`src/rtl/vsr_pkg.sv`:
```
`default_nettype none
// ----------------------------------------------------------------------------
// vsr_pkg: shared types and constants
// Sample and phase widths, register indexes, mode codes, and the records
// passed between the front end, the item queue and the back end.
// ----------------------------------------------------------------------------
package vsr_pkg;

    localparam int SAMPLE_BITS     = 16;
    localparam int PHASE_FRAC_BITS = 16;

    localparam int STEP_W  = PHASE_FRAC_BITS + 1;
    localparam int PHASE_W = PHASE_FRAC_BITS;

    // Configuration port
    localparam int CFG_IDX_W  = 3;
    localparam int CFG_DATA_W = STEP_W;

    localparam logic [CFG_IDX_W-1:0] REG_OUTPUT_MODE   = 3'd0;
    localparam logic [CFG_IDX_W-1:0] REG_VOLUME_LEVEL  = 3'd1;
    localparam logic [CFG_IDX_W-1:0] REG_SOUND_ENABLE  = 3'd2;
    localparam logic [CFG_IDX_W-1:0] REG_CODEC_PRESENT = 3'd3;
    localparam logic [CFG_IDX_W-1:0] REG_PHASE_STEP    = 3'd4;

    localparam logic [1:0] MODE_RESAMPLE = 2'd0;
    localparam logic [1:0] MODE_CODEC    = 2'd1;
    localparam logic [1:0] MODE_SCALED   = 2'd2;

    localparam logic [6:0] VOL_FULL = 7'd100;

    localparam logic [STEP_W-1:0] PHASE_ONE  = STEP_W'(1) << PHASE_FRAC_BITS;
    localparam logic [STEP_W-1:0] PHASE_HALF = STEP_W'(1) << (PHASE_FRAC_BITS - 1);
    localparam logic [STEP_W-1:0] STEP_RESET = STEP_W'(64000);

    // Scaled product: sample times an 8-bit signed volume
    localparam int PROD_W = SAMPLE_BITS + 8;

    // Divide by 100 through a reciprocal: q = (mag * RECIP) >> RECIP_SHIFT
    localparam int RECIP_SHIFT = SAMPLE_BITS + 14;
    localparam int RECIP_W     = RECIP_SHIFT - 6;
    localparam longint unsigned RECIP_VAL =
        ((64'd1 << RECIP_SHIFT) + 64'd99) / 64'd100;
    localparam logic [RECIP_W-1:0] RECIP = RECIP_VAL[RECIP_W-1:0];

    // Interpolation product: 17-bit difference times unsigned phase
    localparam int DIFF_W = SAMPLE_BITS + 1;
    localparam int IP_W   = DIFF_W + PHASE_W + 1;

    typedef struct packed {
        logic [1:0]        output_mode;
        logic [6:0]        volume_level;
        logic              sound_enable;
        logic              codec_present;
        logic [STEP_W-1:0] phase_step;
    } t_cfg;

    typedef struct packed {
        logic                          resample;
        logic signed [SAMPLE_BITS-1:0] sample;
        logic                          eob;
    } t_qitem;

endpackage

`default_nettype wire

```
`src/rtl/vsr_in_if.sv`:
```
`default_nettype none
// ----------------------------------------------------------------------------
// vsr_in_if: input sample channel
// Valid/ready channel carrying one mono sample and its end-of-block flag.
// ----------------------------------------------------------------------------
interface vsr_in_if import vsr_pkg::*; ();
    logic                          valid;
    logic                          ready;
    logic signed [SAMPLE_BITS-1:0] sample_in;
    logic                          end_of_block;

    modport source (output valid, output sample_in, output end_of_block, input ready);
    modport sink   (input valid, input sample_in, input end_of_block, output ready);
endinterface

`default_nettype wire

```
`src/rtl/vsr_out_if.sv`:
```
`default_nettype none
// ----------------------------------------------------------------------------
// vsr_out_if: output sample channel
// Valid/ready channel carrying one result sample and its run/block flags.
// ----------------------------------------------------------------------------
interface vsr_out_if import vsr_pkg::*; ();
    logic                          valid;
    logic                          ready;
    logic signed [SAMPLE_BITS-1:0] sample_out;
    logic                          last_of_run;
    logic                          block_done;

    modport source (output valid, output sample_out, output last_of_run,
                    output block_done, input ready);
    modport sink   (input valid, input sample_out, input last_of_run,
                    input block_done, output ready);
endinterface

`default_nettype wire

```
`src/rtl/vsr_front.sv`:
```
`default_nettype none
// ----------------------------------------------------------------------------
// vsr_front: accept, classify and volume-scale input samples
// Multiplies by the effective volume, divides by 100 toward zero through a
// reciprocal, and pushes the scaled sample with its path into the queue.
// ----------------------------------------------------------------------------
module vsr_front import vsr_pkg::*; (
    input  wire logic   i_clk,
    input  wire logic   i_rst_n,
    input  wire t_cfg   i_cfg,
    vsr_in_if.sink      i_in,
    input  wire logic   i_full,
    output logic        o_push,
    output t_qitem      o_item
);

    localparam logic [1:0] F_IDLE = 2'd0;
    localparam logic [1:0] F_DIV  = 2'd1;
    localparam logic [1:0] F_PUSH = 2'd2;

    localparam int QF_W = PROD_W + RECIP_W;

    logic [1:0]                    r_state, n_state;
    logic signed [PROD_W-1:0]      r_prod;
    logic                          r_resample;
    logic                          r_eob;
    logic signed [SAMPLE_BITS-1:0] r_cur;

    logic [6:0]                    vol;
    logic signed [7:0]             vol_s;
    logic                          accept;
    logic                          neg;
    logic [PROD_W-1:0]             mag;
    logic [QF_W-1:0]               qfull;
    logic [SAMPLE_BITS-1:0]        quot;

    // Effective volume: mute, saturate, or full scale with a codec in mode 1
    always_comb begin
        if (!i_cfg.sound_enable) begin
            vol = 7'd0;
        end else if (i_cfg.volume_level > VOL_FULL) begin
            vol = VOL_FULL;
        end else begin
            vol = i_cfg.volume_level;
        end
        if (i_cfg.output_mode == MODE_CODEC && i_cfg.codec_present) begin
            vol = VOL_FULL;
        end
    end

    assign vol_s  = signed'({1'b0, vol});
    assign accept = i_in.valid && i_in.ready;
    assign i_in.ready = (r_state == F_IDLE);

    assign neg   = r_prod[PROD_W-1];
    assign mag   = neg ? PROD_W'(-r_prod) : PROD_W'(r_prod);
    assign qfull = QF_W'(mag) * QF_W'(RECIP);
    assign quot  = qfull[RECIP_SHIFT +: SAMPLE_BITS];

    always_comb begin
        n_state = r_state;
        unique case (r_state)
            F_IDLE: if (accept) n_state = F_DIV;
            F_DIV:  n_state = F_PUSH;
            F_PUSH: if (!i_full) n_state = F_IDLE;
            default: n_state = F_IDLE;
        endcase
    end

    always_ff @(posedge i_clk) begin
        if (!i_rst_n) begin
            r_state <= F_IDLE;
        end else begin
            r_state <= n_state;
        end
    end

    always_ff @(posedge i_clk) begin
        if (accept) begin
            r_prod     <= PROD_W'(i_in.sample_in) * PROD_W'(vol_s);
            r_eob      <= i_in.end_of_block;
            r_resample <= !(i_cfg.output_mode == MODE_CODEC ||
                            i_cfg.output_mode == MODE_SCALED);
        end
        if (r_state == F_DIV) begin
            r_cur <= neg ? signed'(-quot) : signed'(quot);
        end
    end

    assign o_push          = (r_state == F_PUSH) && !i_full;
    assign o_item.resample = r_resample;
    assign o_item.sample   = r_cur;
    assign o_item.eob      = r_eob;

    a_push_not_full: assert property (@(posedge i_clk) disable iff (!i_rst_n)
        o_push |-> !i_full) else $error("front pushed into a full queue");

    a_no_accept_busy: assert property (@(posedge i_clk) disable iff (!i_rst_n)
        (r_state == F_DIV) |=> (r_state == F_PUSH))
        else $error("front skipped the push step");

endmodule

`default_nettype wire

```
`src/rtl/vsr_queue.sv`:
```
`default_nettype none
// ----------------------------------------------------------------------------
// vsr_queue: two-entry item queue
// Decouples the scaling front end from the resampling back end.
// ----------------------------------------------------------------------------
module vsr_queue import vsr_pkg::*; (
    input  wire logic   i_clk,
    input  wire logic   i_rst_n,
    input  wire logic   i_push,
    input  wire t_qitem i_item,
    input  wire logic   i_pop,
    output logic        o_full,
    output logic        o_empty,
    output t_qitem      o_item
);

    localparam int QDEPTH = 2;
    localparam int PTR_W  = $clog2(QDEPTH);
    localparam int CNT_W  = $clog2(QDEPTH + 1);

    t_qitem             r_mem [QDEPTH];
    logic [PTR_W-1:0]   r_wr_ptr;
    logic [PTR_W-1:0]   r_rd_ptr;
    logic [CNT_W-1:0]   r_count;

    assign o_full  = (r_count == CNT_W'(QDEPTH));
    assign o_empty = (r_count == '0);
    assign o_item  = r_mem[r_rd_ptr];

    always_ff @(posedge i_clk) begin
        if (i_push) begin
            r_mem[r_wr_ptr] <= i_item;
        end
    end

    always_ff @(posedge i_clk) begin
        if (!i_rst_n) begin
            r_wr_ptr <= '0;
            r_rd_ptr <= '0;
            r_count  <= '0;
        end else begin
            if (i_push) r_wr_ptr <= r_wr_ptr + PTR_W'(1);
            if (i_pop)  r_rd_ptr <= r_rd_ptr + PTR_W'(1);
            if (i_push && !i_pop) begin
                r_count <= r_count + CNT_W'(1);
            end else if (i_pop && !i_push) begin
                r_count <= r_count - CNT_W'(1);
            end
        end
    end

    a_count_bound: assert property (@(posedge i_clk) disable iff (!i_rst_n)
        r_count <= CNT_W'(QDEPTH)) else $error("queue count overflow");

    a_pop_nonempty: assert property (@(posedge i_clk) disable iff (!i_rst_n)
        i_pop |-> !o_empty) else $error("queue popped while empty");

endmodule

`default_nettype wire

```
`src/rtl/vsr_back.sv`:
```
`default_nettype none
// ----------------------------------------------------------------------------
// vsr_back: passthrough and linear-interpolation engine
// Pops scaled samples, emits one result for passthrough, or one or two
// interpolated results while advancing the 0.16 phase in resample mode.
// ----------------------------------------------------------------------------
module vsr_back import vsr_pkg::*; (
    input  wire logic   i_clk,
    input  wire logic   i_rst_n,
    input  wire t_cfg   i_cfg,
    input  wire logic   i_empty,
    input  wire t_qitem i_item,
    output logic        o_pop,
    vsr_out_if.source   o_out
);

    localparam logic [1:0] B_IDLE = 2'd0;
    localparam logic [1:0] B_MUL  = 2'd1;
    localparam logic [1:0] B_OUT  = 2'd2;

    logic [1:0]                    r_state, n_state;
    logic                          r_rs;
    logic signed [SAMPLE_BITS-1:0] r_cur;
    logic                          r_eob;
    logic signed [IP_W-1:0]        r_ip;

    // Resampler state
    logic [PHASE_W-1:0]            r_phase;
    logic signed [SAMPLE_BITS-1:0] r_prev;

    // Output register
    logic                          r_ov;
    logic signed [SAMPLE_BITS-1:0] r_osample;
    logic                          r_olast;
    logic                          r_odone;

    logic [STEP_W-1:0]             step;
    logic [STEP_W-1:0]             acc;
    logic                          more;
    logic                          slot_free;
    logic                          emit;
    logic signed [DIFF_W-1:0]      diff;
    logic signed [PHASE_W:0]       phase_s;
    logic signed [SAMPLE_BITS-1:0] interp;
    logic signed [SAMPLE_BITS-1:0] res;
    logic                          last;

    // Clamp the step to half..one input period
    always_comb begin
        if (i_cfg.phase_step < PHASE_HALF) begin
            step = PHASE_HALF;
        end else if (i_cfg.phase_step > PHASE_ONE) begin
            step = PHASE_ONE;
        end else begin
            step = i_cfg.phase_step;
        end
    end

    assign acc  = STEP_W'(r_phase) + step;
    assign more = r_rs && !acc[PHASE_FRAC_BITS];

    assign diff    = DIFF_W'(r_cur) - DIFF_W'(r_prev);
    assign phase_s = signed'({1'b0, r_phase});
    assign interp  = r_prev + r_ip[PHASE_FRAC_BITS +: SAMPLE_BITS];
    assign res     = r_rs ? interp : r_cur;
    assign last    = !more;

    assign slot_free = !r_ov || o_out.ready;
    assign emit      = (r_state == B_OUT) && slot_free;
    assign o_pop     = (r_state == B_IDLE) && !i_empty;

    always_comb begin
        n_state = r_state;
        unique case (r_state)
            B_IDLE: if (!i_empty) n_state = i_item.resample ? B_MUL : B_OUT;
            B_MUL:  n_state = B_OUT;
            B_OUT:  if (slot_free) n_state = more ? B_MUL : B_IDLE;
            default: n_state = B_IDLE;
        endcase
    end

    always_ff @(posedge i_clk) begin
        if (!i_rst_n) begin
            r_state <= B_IDLE;
            r_phase <= '0;
            r_prev  <= '0;
            r_ov    <= 1'b0;
        end else begin
            r_state <= n_state;
            if (emit) begin
                r_ov <= 1'b1;
            end else if (o_out.ready) begin
                r_ov <= 1'b0;
            end
            // Advance the phase after every interpolated result; the wrap by
            // one period falls out of dropping the integer bit
            if (emit && r_rs) begin
                r_phase <= acc[PHASE_W-1:0];
                if (!more) r_prev <= r_cur;
            end
        end
    end

    always_ff @(posedge i_clk) begin
        if (o_pop) begin
            r_rs  <= i_item.resample;
            r_cur <= i_item.sample;
            r_eob <= i_item.eob;
        end
        if (r_state == B_MUL) begin
            r_ip <= IP_W'(diff) * IP_W'(phase_s);
        end
        if (emit) begin
            r_osample <= res;
            r_olast   <= last;
            r_odone   <= last && r_eob;
        end
    end

    assign o_out.valid       = r_ov;
    assign o_out.sample_out  = r_osample;
    assign o_out.last_of_run = r_olast;
    assign o_out.block_done  = r_odone;

    a_mul_resample: assert property (@(posedge i_clk) disable iff (!i_rst_n)
        (r_state == B_MUL) |-> r_rs) else $error("interpolation on passthrough item");

    a_done_needs_last: assert property (@(posedge i_clk) disable iff (!i_rst_n)
        (o_out.valid && o_out.block_done) |-> o_out.last_of_run)
        else $error("block_done without last_of_run");

endmodule

`default_nettype wire

```
`src/rtl/volume_scale_linear_resampler.sv`:
```
`default_nettype none
// ----------------------------------------------------------------------------
// volume_scale_linear_resampler: volume scaler with linear resampler
// Scales signed mono samples by volume/100 and either passes them through or
// resamples them by linear interpolation on a 0.16 phase.
// ----------------------------------------------------------------------------
// Usage
//   i_in   : valid/ready input channel, one mono sample plus end_of_block.
//   o_out  : valid/ready output channel; each input yields one result in the
//            passthrough modes and one or two results in resample mode. The
//            last result of an input carries last_of_run, and block_done
//            when the input had end_of_block set.
//   i_cfg_*: register writes, taken on any rising edge with i_cfg_we high;
//            only write while the block is idle.
// Sequencing
//   The front end accepts an item with the volume multiply, divides by 100
//   through the reciprocal, then pushes to the queue, and takes no new input
//   until that push is done. The back end pops an item and registers a
//   passthrough result directly; in resample mode every result first passes
//   through its single difference-times-phase multiplier, which limits how
//   soon the second result of an input can follow the first.
// Reset and stall
//   Reset loads the register defaults, zeroes the phase and the previous
//   sample and empties the queue. A stalled receiver holds the output
//   register; the two-entry queue fills and the front end holds one more
//   item in its push step, keeping ready low until the queue has room.
// ----------------------------------------------------------------------------
module volume_scale_linear_resampler import vsr_pkg::*; (
    input  wire logic                  i_clk,
    input  wire logic                  i_rst_n,
    vsr_in_if.sink                     i_in,
    vsr_out_if.source                  o_out,
    input  wire logic                  i_cfg_we,
    input  wire logic [CFG_IDX_W-1:0]  i_cfg_idx,
    input  wire logic [CFG_DATA_W-1:0] i_cfg_data
);

    t_cfg   r_cfg;
    logic   push;
    logic   pop;
    logic   full;
    logic   empty;
    t_qitem push_item;
    t_qitem head_item;

    // Configuration registers; out-of-range indexes are dropped
    always_ff @(posedge i_clk) begin
        if (!i_rst_n) begin
            r_cfg.output_mode   <= MODE_RESAMPLE;
            r_cfg.volume_level  <= VOL_FULL;
            r_cfg.sound_enable  <= 1'b1;
            r_cfg.codec_present <= 1'b0;
            r_cfg.phase_step    <= STEP_RESET;
        end else if (i_cfg_we) begin
            unique case (i_cfg_idx)
                REG_OUTPUT_MODE:   r_cfg.output_mode   <= i_cfg_data[1:0];
                REG_VOLUME_LEVEL:  r_cfg.volume_level  <= i_cfg_data[6:0];
                REG_SOUND_ENABLE:  r_cfg.sound_enable  <= i_cfg_data[0];
                REG_CODEC_PRESENT: r_cfg.codec_present <= i_cfg_data[0];
                REG_PHASE_STEP:    r_cfg.phase_step    <= i_cfg_data[STEP_W-1:0];
                default: ;
            endcase
        end
    end

    // Front end: accept, classify, scale
    vsr_front u_front (
        .i_clk   (i_clk),
        .i_rst_n (i_rst_n),
        .i_cfg   (r_cfg),
        .i_in    (i_in),
        .i_full  (full),
        .o_push  (push),
        .o_item  (push_item)
    );

    // Queue between the two halves
    vsr_queue u_queue (
        .i_clk   (i_clk),
        .i_rst_n (i_rst_n),
        .i_push  (push),
        .i_item  (push_item),
        .i_pop   (pop),
        .o_full  (full),
        .o_empty (empty),
        .o_item  (head_item)
    );

    // Back end: passthrough or interpolation, output register
    vsr_back u_back (
        .i_clk   (i_clk),
        .i_rst_n (i_rst_n),
        .i_cfg   (r_cfg),
        .i_empty (empty),
        .i_item  (head_item),
        .o_pop   (pop),
        .o_out   (o_out)
    );

endmodule

`default_nettype wire
```
`src/flat_wrapper.sv`:
```
// flat-port wrapper written by rule: the top's interface ports become plain ports
module volume_scale_linear_resampler_flat import vsr_pkg::*;
  (i_clk, i_rst_n, i_cfg_we, i_cfg_idx, i_cfg_data, i_in_valid, i_in_sample_in, i_in_end_of_block, i_in_ready, o_out_valid, o_out_sample_out, o_out_last_of_run, o_out_block_done, o_out_ready);
  vsr_in_if i_in_i ();
  vsr_out_if o_out_i ();
  input  wire logic i_clk;
  input  wire logic i_rst_n;
  input  wire logic i_cfg_we;
  input  wire logic [CFG_IDX_W-1:0] i_cfg_idx;
  input  wire logic [CFG_DATA_W-1:0] i_cfg_data;
  input wire logic [$bits(i_in_i.valid)-1:0] i_in_valid;
  input wire logic [$bits(i_in_i.sample_in)-1:0] i_in_sample_in;
  input wire logic [$bits(i_in_i.end_of_block)-1:0] i_in_end_of_block;
  output wire logic [$bits(i_in_i.ready)-1:0] i_in_ready;
  output wire logic [$bits(o_out_i.valid)-1:0] o_out_valid;
  output wire logic [$bits(o_out_i.sample_out)-1:0] o_out_sample_out;
  output wire logic [$bits(o_out_i.last_of_run)-1:0] o_out_last_of_run;
  output wire logic [$bits(o_out_i.block_done)-1:0] o_out_block_done;
  input wire logic [$bits(o_out_i.ready)-1:0] o_out_ready;
  assign i_in_i.valid = i_in_valid;
  assign i_in_i.sample_in = i_in_sample_in;
  assign i_in_i.end_of_block = i_in_end_of_block;
  assign i_in_ready = i_in_i.ready;
  assign o_out_valid = o_out_i.valid;
  assign o_out_sample_out = o_out_i.sample_out;
  assign o_out_last_of_run = o_out_i.last_of_run;
  assign o_out_block_done = o_out_i.block_done;
  assign o_out_i.ready = o_out_ready;
  volume_scale_linear_resampler u_core (.i_clk(i_clk), .i_rst_n(i_rst_n), .i_in(i_in_i), .o_out(o_out_i), .i_cfg_we(i_cfg_we), .i_cfg_idx(i_cfg_idx), .i_cfg_data(i_cfg_data));
endmodule
```
`config.mk`:
```
export PLATFORM = sky130hd
export DESIGN_NAME = volume_scale_linear_resampler_flat
export DESIGN_NICKNAME = d
export VERILOG_FILES = /design/src/rtl/vsr_pkg.sv /design/src/rtl/vsr_in_if.sv /design/src/rtl/vsr_out_if.sv /design/src/rtl/vsr_front.sv /design/src/rtl/vsr_queue.sv /design/src/rtl/vsr_back.sv /design/src/rtl/volume_scale_linear_resampler.sv /design/src/flat_wrapper.sv
export SDC_FILE = /design/constraint.sdc
export NUM_CORES = 2
export LEC_CHECK = 0
export BUFFER_PORTS_ARGS = -buffer_cell sky130_fd_sc_hd__buf_2
export CAP_MARGIN = 20
export CELL_PAD_IN_SITES_DETAIL_PLACEMENT = 1
export CELL_PAD_IN_SITES_GLOBAL_PLACEMENT = 1
export CORE_MARGIN = 4
export CORE_UTILIZATION = 55
export CTS_BUF_LIST = sky130_fd_sc_hd__clkbuf_8
export DETAILED_ROUTE_END_ITERATION = 8
export HOLD_SLACK_MARGIN = 0.08
export MAX_ROUTING_LAYER = met4
export PLACE_DENSITY = 0.95
export SLEW_MARGIN = 40
export SYNTH_ARGS = -nofsm -noshare
export SYNTH_HDL_FRONTEND = slang
export SYNTH_SLANG_ARGS = --single-unit
```
`constraint.sdc`:
```
create_clock -name i_clk -period 20.2 [get_ports i_clk]
set_clock_uncertainty 0.15 [all_clocks]
set_input_delay 4.04 -clock i_clk [delete_from_list [all_inputs] [get_ports i_clk]]
set_output_delay 4.04 -clock i_clk [all_outputs]
set_load 0.02 [all_outputs]
```
# Yosys cells after proc, flatten, opt, wreduce, memory -nomap -nowiden
# Memory sizes are Yosys's and may differ from the RTL's. A register that Yosys moved wholly into a read port is not among the register bits.
# Index checks and enable logic that the tools add are counted.
[totals]
latch_bits = 0
word_cells = 114
regBits = 179
mem_count = 1
out_inout_bits = 20
mem_bits_ro = 0
ram_bits = 36
[op_classes]
eq_ne = 15
mux = 24
div_mod_pow = 0
n_reduce_logical = 34
n_addsub = 9
n_lt_le_gt_ge = 3
bitwise_logic = 1
shifts = 0
n_mul = 3
[memory_table]
columns = ["memory", "depth", "word_bits", "read_ports", "rd_ports_with_merged_regs", "write_ports", "line_no", "text"]
rows = [
  ["u_core.u_queue.r_mem", 2, 18, 1, 1, 1, "vsr_queue.sv:21", "t_qitem r_mem [QDEPTH];"],
]
[op_table]
columns = ["cell", "n"]
rows = [
  ["24-bit by 24-bit multiplier with 46-bit output, second input constant", 1],
  ["17-bit two-way mux", 2],
  ["17-bit by 17-bit multiplier with 32-bit output", 1],
  ["16-bit two-way mux", 2],
  ["16-bit by 8-bit multiplier with 24-bit output", 1],
  ["24-bit two-way mux", 1],
  ["24-bit negator", 1],
  ["7-bit two-way mux", 3],
  ["16-bit by 17-bit adder with 17-bit output", 1],
  ["17-bit greater-than comparator, second input constant", 1],
  ["17-bit by 16-bit less-than comparator with 1-bit output, second input constant", 1],
  ["16-bit by 16-bit subtractor with 17-bit output", 1],
  ["16-bit adder", 1],
  ["16-bit negator", 1],
  ["2-bit AND reduction", 8],
  ["2-bit two-way mux", 7],
  ["2-bit one-hot mux with 3 select lines", 2],
  ["1-bit logical AND", 10],
  ["2-bit equality test, second input constant", 4],
  ["1-bit zero test", 8],
  ["7-bit greater-than comparator, second input constant", 1],
  ["1-bit two-way mux", 7],
  ["2-bit by 1-bit equality test with 1-bit output, second input constant", 3],
  ["3-bit by 2-bit equality test with 1-bit output, second input constant", 2],
  ["other kinds (12)", 19],
]

# Logic depth before layout (Yosys ltp)
[depth]
word_depth = 9
mapped_depth = 39
ltp_nobuf = 38

# By module
# Synthesis repeated with hierarchy kept, for this count alone.
[hier_totals]
hier_cells = 3705
area_unflattened_um2 = 35358.9
[by_module_without_submodules]
columns = ["mod", "instances", "seq_area_each_um2", "cells_per_inst", "area_per_inst_um2"]
rows = [
  ["vsr_front", 1, 1301.2, 1818, 17196.5],
  ["vsr_back", 1, 2262.2, 1691, 15464.8],
  ["vsr_queue", 1, 1181.1, 78, 1515.2],
  ["volume_scale_linear_resampler", 1, 560.5, 118, 1182.4],
]

# Worst setup path before layout
# Ideal clock, no wire load.
[synth_path]
path_type = "register to register"
startpoint = "reg u_core.u_front.r_prod[3]"
endpoint = "reg u_core.u_front.r_cur[8] (data pin)"
path_buffers = 0
t_required_ns = 19.782
setup_slack_ns = 11.352
path_stages_with_launch = 32
synth_period_minus_slack_ns = 8.848
t_arrival_ns = 8.431
path_cell_list = "edfxtp_1 > or4_1 > or3_1 > or2_1 > o21ai_0 > xor2_1 > inv_1 > ha_1 > inv_1 > fa_1 > inv_1 > fa_1 > inv_1 > fa_1 > inv_1 > fa_1 > fa_1 > inv_1 > fa_1 > inv_1 > ha_1 > and3_1 > a221oi_1 > o21ai_2 > a31oi_4 > o21ai_4 > a221o_4 > mux2i_4 > or3_1 > mux2i_1 > o221ai_1 > xor2_1"
[synth_between]
elab_chain_len = 5
[synth_rtl]
columns = ["element", "line_no", "text"]
rows = [
  ["start, declared", "vsr_front.sv:24", "logic signed [PROD_W-1:0] r_prod;"],
  ["start signal, assigned", "vsr_front.sv:80", "r_prod <= PROD_W'(i_in.sample_in) * PROD_W'(vol_s);"],
  ["24-bit negator", "vsr_front.sv:56", "assign mag = neg ? PROD_W'(-r_prod) : PROD_W'(r_prod);"],
  ["24-bit two-way mux *", "vsr_front.sv:56", ""],
  ["24-bit by 24-bit multiplier with 46-bit output *", "vsr_front.sv:57", "assign qfull = QF_W'(mag) * QF_W'(RECIP);"],
  ["16-bit negator", "vsr_front.sv:86", "r_cur <= neg ? signed'(-quot) : signed'(quot);"],
  ["16-bit two-way mux *", "vsr_front.sv:86", ""],
  ["end signal, assigned", "vsr_front.sv:86", ""],
  ["end, declared", "vsr_front.sv:27", "logic signed [SAMPLE_BITS-1:0] r_cur;"],
]
# Every way passes the cells marked *; elsewhere a longest branch is shown, timed or not.
# A chain may end at the register's enable or synchronous reset.

# Worst setup path after layout
[layout_path]
startpoint = "reg u_core.u_front.r_prod[3]"
endpoint = "reg u_core.u_front.r_cur[14] (data pin)"
# The elaborated chain is that of the path after synthesis.

==> out/qor.yml <==
status:
  status: "completed"
timing:
  tns_ps: 0
  max_slew_margin: 0.397
  hold_violations: 0
  fin_ws_ps: 9610
  setup_viol_count_final: 0
  rsz0062_at_grt: "no"
  drv_slew: 0
  tightest_slew_ps: 903
  timing.fmax_mhz: 94.4
  post-route-min-period_ps: 10590
  min_period_over_period: 0.524
place:
  place.port_buffers: 61
  placed_cell_area_um2: 36500
  place_ws_ps: 9780
  gp_congestion: 0.966
  dp_hpwl_mm: 96.4
floorplan:
  ioPinCount: 62
  start_util: 0.556
  die_area_um2: 67900
  fp.dieW_um: 261
  rows: 92
  core_um2: 63100
  die_h_um: 261
synth:
  ys_async_sr_fraction: 0
  synth-seq-cells: 200
  synth-simple-area-share: 0.131
  synthMuxAreaShare: 0.0184
  synth_top_family_by_area: "adder cells"
  netlist-cell-type-count: 89
  synthTopCellsByArea: "fa_1 33%, ha_1 15%, edfxtp_1 11%, inv_1 9.9%, dfxtp_1 4.0%"
  synth-xor-area-share: 0.0379
  syn-num-nets: 4759
  syn_area_um2: 35100
  avgSynthCellArea_um2: 9.46
  synth_edf_count: 130
  yosysWarningCount: 0
  ys.flop_type: "edfxtp_1"
  yosysTopAreaCellShare: 0.327
  synth_compound_area_frac: 0.0700
  syn_inst: 3711
  synth.largest_area_cell: "fa_1"
  ys_seq_area_frac: 0.151
  synthAdderAreaFrac: 0.481
layout:
  nets: 4781
  final_cell_area_um2: 36900
  drive_above_1_share: 0.0579
  area_growth_pct: 5.23
  layout_common_cells: "922 x inv_1, 573 x fa_1, 433 x ha_1"
  largest_reg_flops: 36
  layout_commonest_cell: "inv_1"
  top_register: "u_core.u_queue.r_mem"
  top_regs: "u_core.u_queue.r_mem (36), u_core.r_cfg (28), u_core.u_front.r_prod (24)"
  n_fill_cell: 7205
routing:
  post_drt_wl_per_cell_um: 27.3
  drc_errors: 0
  viasPerCell: 6.16
  dr.pass1.iters: 6
  drt_wl_total_mm: 125
  antenna_left: 0
  vias: 28300
  drtIter0Drc: 2414
clocking:
  clk_path_buf_depth: 2
  cts_resized: 0
  cts-buffers-inserted: 17
  worstSkewPairLatency_ps: 620
  cts_tree: "built"
  ctsHoldBuffers: 0
  htree_levels: 4
  cts_root_buffer: "clkbuf_8"
  path_clk_slew_ps: 120
  postCtsSetupRepairBufs: 0
  clkSinkCount: 200
worst_setup_path:
  crit_fanout: 7
  cp_data_arrival_time_ps: 10810
  worstSetupPathType: "reg2reg"
  worst_path_max_delay_cell: "xor2_1"
  worst_ep_required_time_ps: 20420
  critical_path.endpoint_type: "register"
  rr_worst_depth: 29
  cp_slowest_stage_delay_ps: 690
  critPathLaunchType: "register"
  cp_common_cell: "fa_1"
hold_path:
  holdPathStages: 0
  worstHoldPathType: "reg2reg"
global_routing:
  grt_use_total: 0.384
  antenna_found_initial: 3
  grt_max_degree: 50
  grt-ovfl-total: 0
  grt_pass1_wl_mm: 191
  grt_pass1_vias: 33100
run:
  cap_violations: 0
[worst paths after layout]
path,startpoint,to,slack (ps)
setup / recovery,u_core.u_front.r_prod[3],u_core.u_front.r_cur[14],9610
hold / removal,u_core.u_front.r_cur[12],u_core.u_queue.r_mem[0][13],310
setup reg to reg,u_core.u_front.r_prod[3],u_core.u_front.r_cur[14],9610
hold reg to reg,u_core.u_front.r_cur[12],u_core.u_queue.r_mem[0][13],310
[worst max-delay path: cells and delay by family, from the launching register on]
kind                       cells  cell delay (ps)
and+or+nand+nor                6             1890
DFF                            1              520
AOI/OAI and AO/OA              6             1670
buffers and inverters          5              620
muxes                          2              640
adders and majority gates      8             4010
xor gates and xnor gates       2              840
[cell families after synthesis]
family                     after synthesis
buffers and inverters                 1032
xor gates and xnor gates               150
adders and majority gates             1006
DFF                                    200
and+or+nand+nor                        909
muxes                                   60
AOI/OAI and AO/OA                      354
[Yosys cell counts (all sizes together) (24+ instances only)]
cell type and n:
nand2b 38, nor2b 95, o21ai 62, xor2 49
a31oi 24, a21oi 87, and2 156, mux2i 35
inv 924, edfxtp 130, nand3 59, dfxtp 70
mux2 25, nor3 39, ha 433, a21o 26
clkbuf 99, xnor2 101, and3 47, fa 573
nor2 125, a21boi 25, nand2 295
[cell type report]
cell class	instances	area, µm²	area share
multi-input cells	2479	26000	0.704
flip-flops and latches	200	5310	0.144
inverters	926	3480	0.0941
well taps	846	1060	0.0287
repair buffers	109	676	0.0183
clock buffers	17	234	0.00634
clock inverters	14	174	0.00471
diodes	3	7.51	0.000203
[per-layer routing]
metal / vias to the layer above / wire length (µm) / part of all wire / GRT usage
met5: - / 0 / 0 / -
met4: 0 / 12000 / 0.096 / 0.300
met3: 869 / 8720 / 0.069 / 0.0762
met2: 1696 / 62900 / 0.50 / 0.651
met1: 14200 / 41900 / 0.33 / 0.391
li1: 11600 / - / - / -
[per-stage QoR]
stage          cells   util  hold slack (ps)
3_5_place_dp    4560  0.578              287
2_1_floorplan   3711      -              271
4_1_cts         4591  0.585              315
3_3_place_gp    4559  0.577              276
5_1_grt         4594  0.585              310
6_report        4594  0.585              311
Power is left out: the tool's default activity adds up to more than one toggle a clock period on the data nets, which glitch-free logic cannot reach.
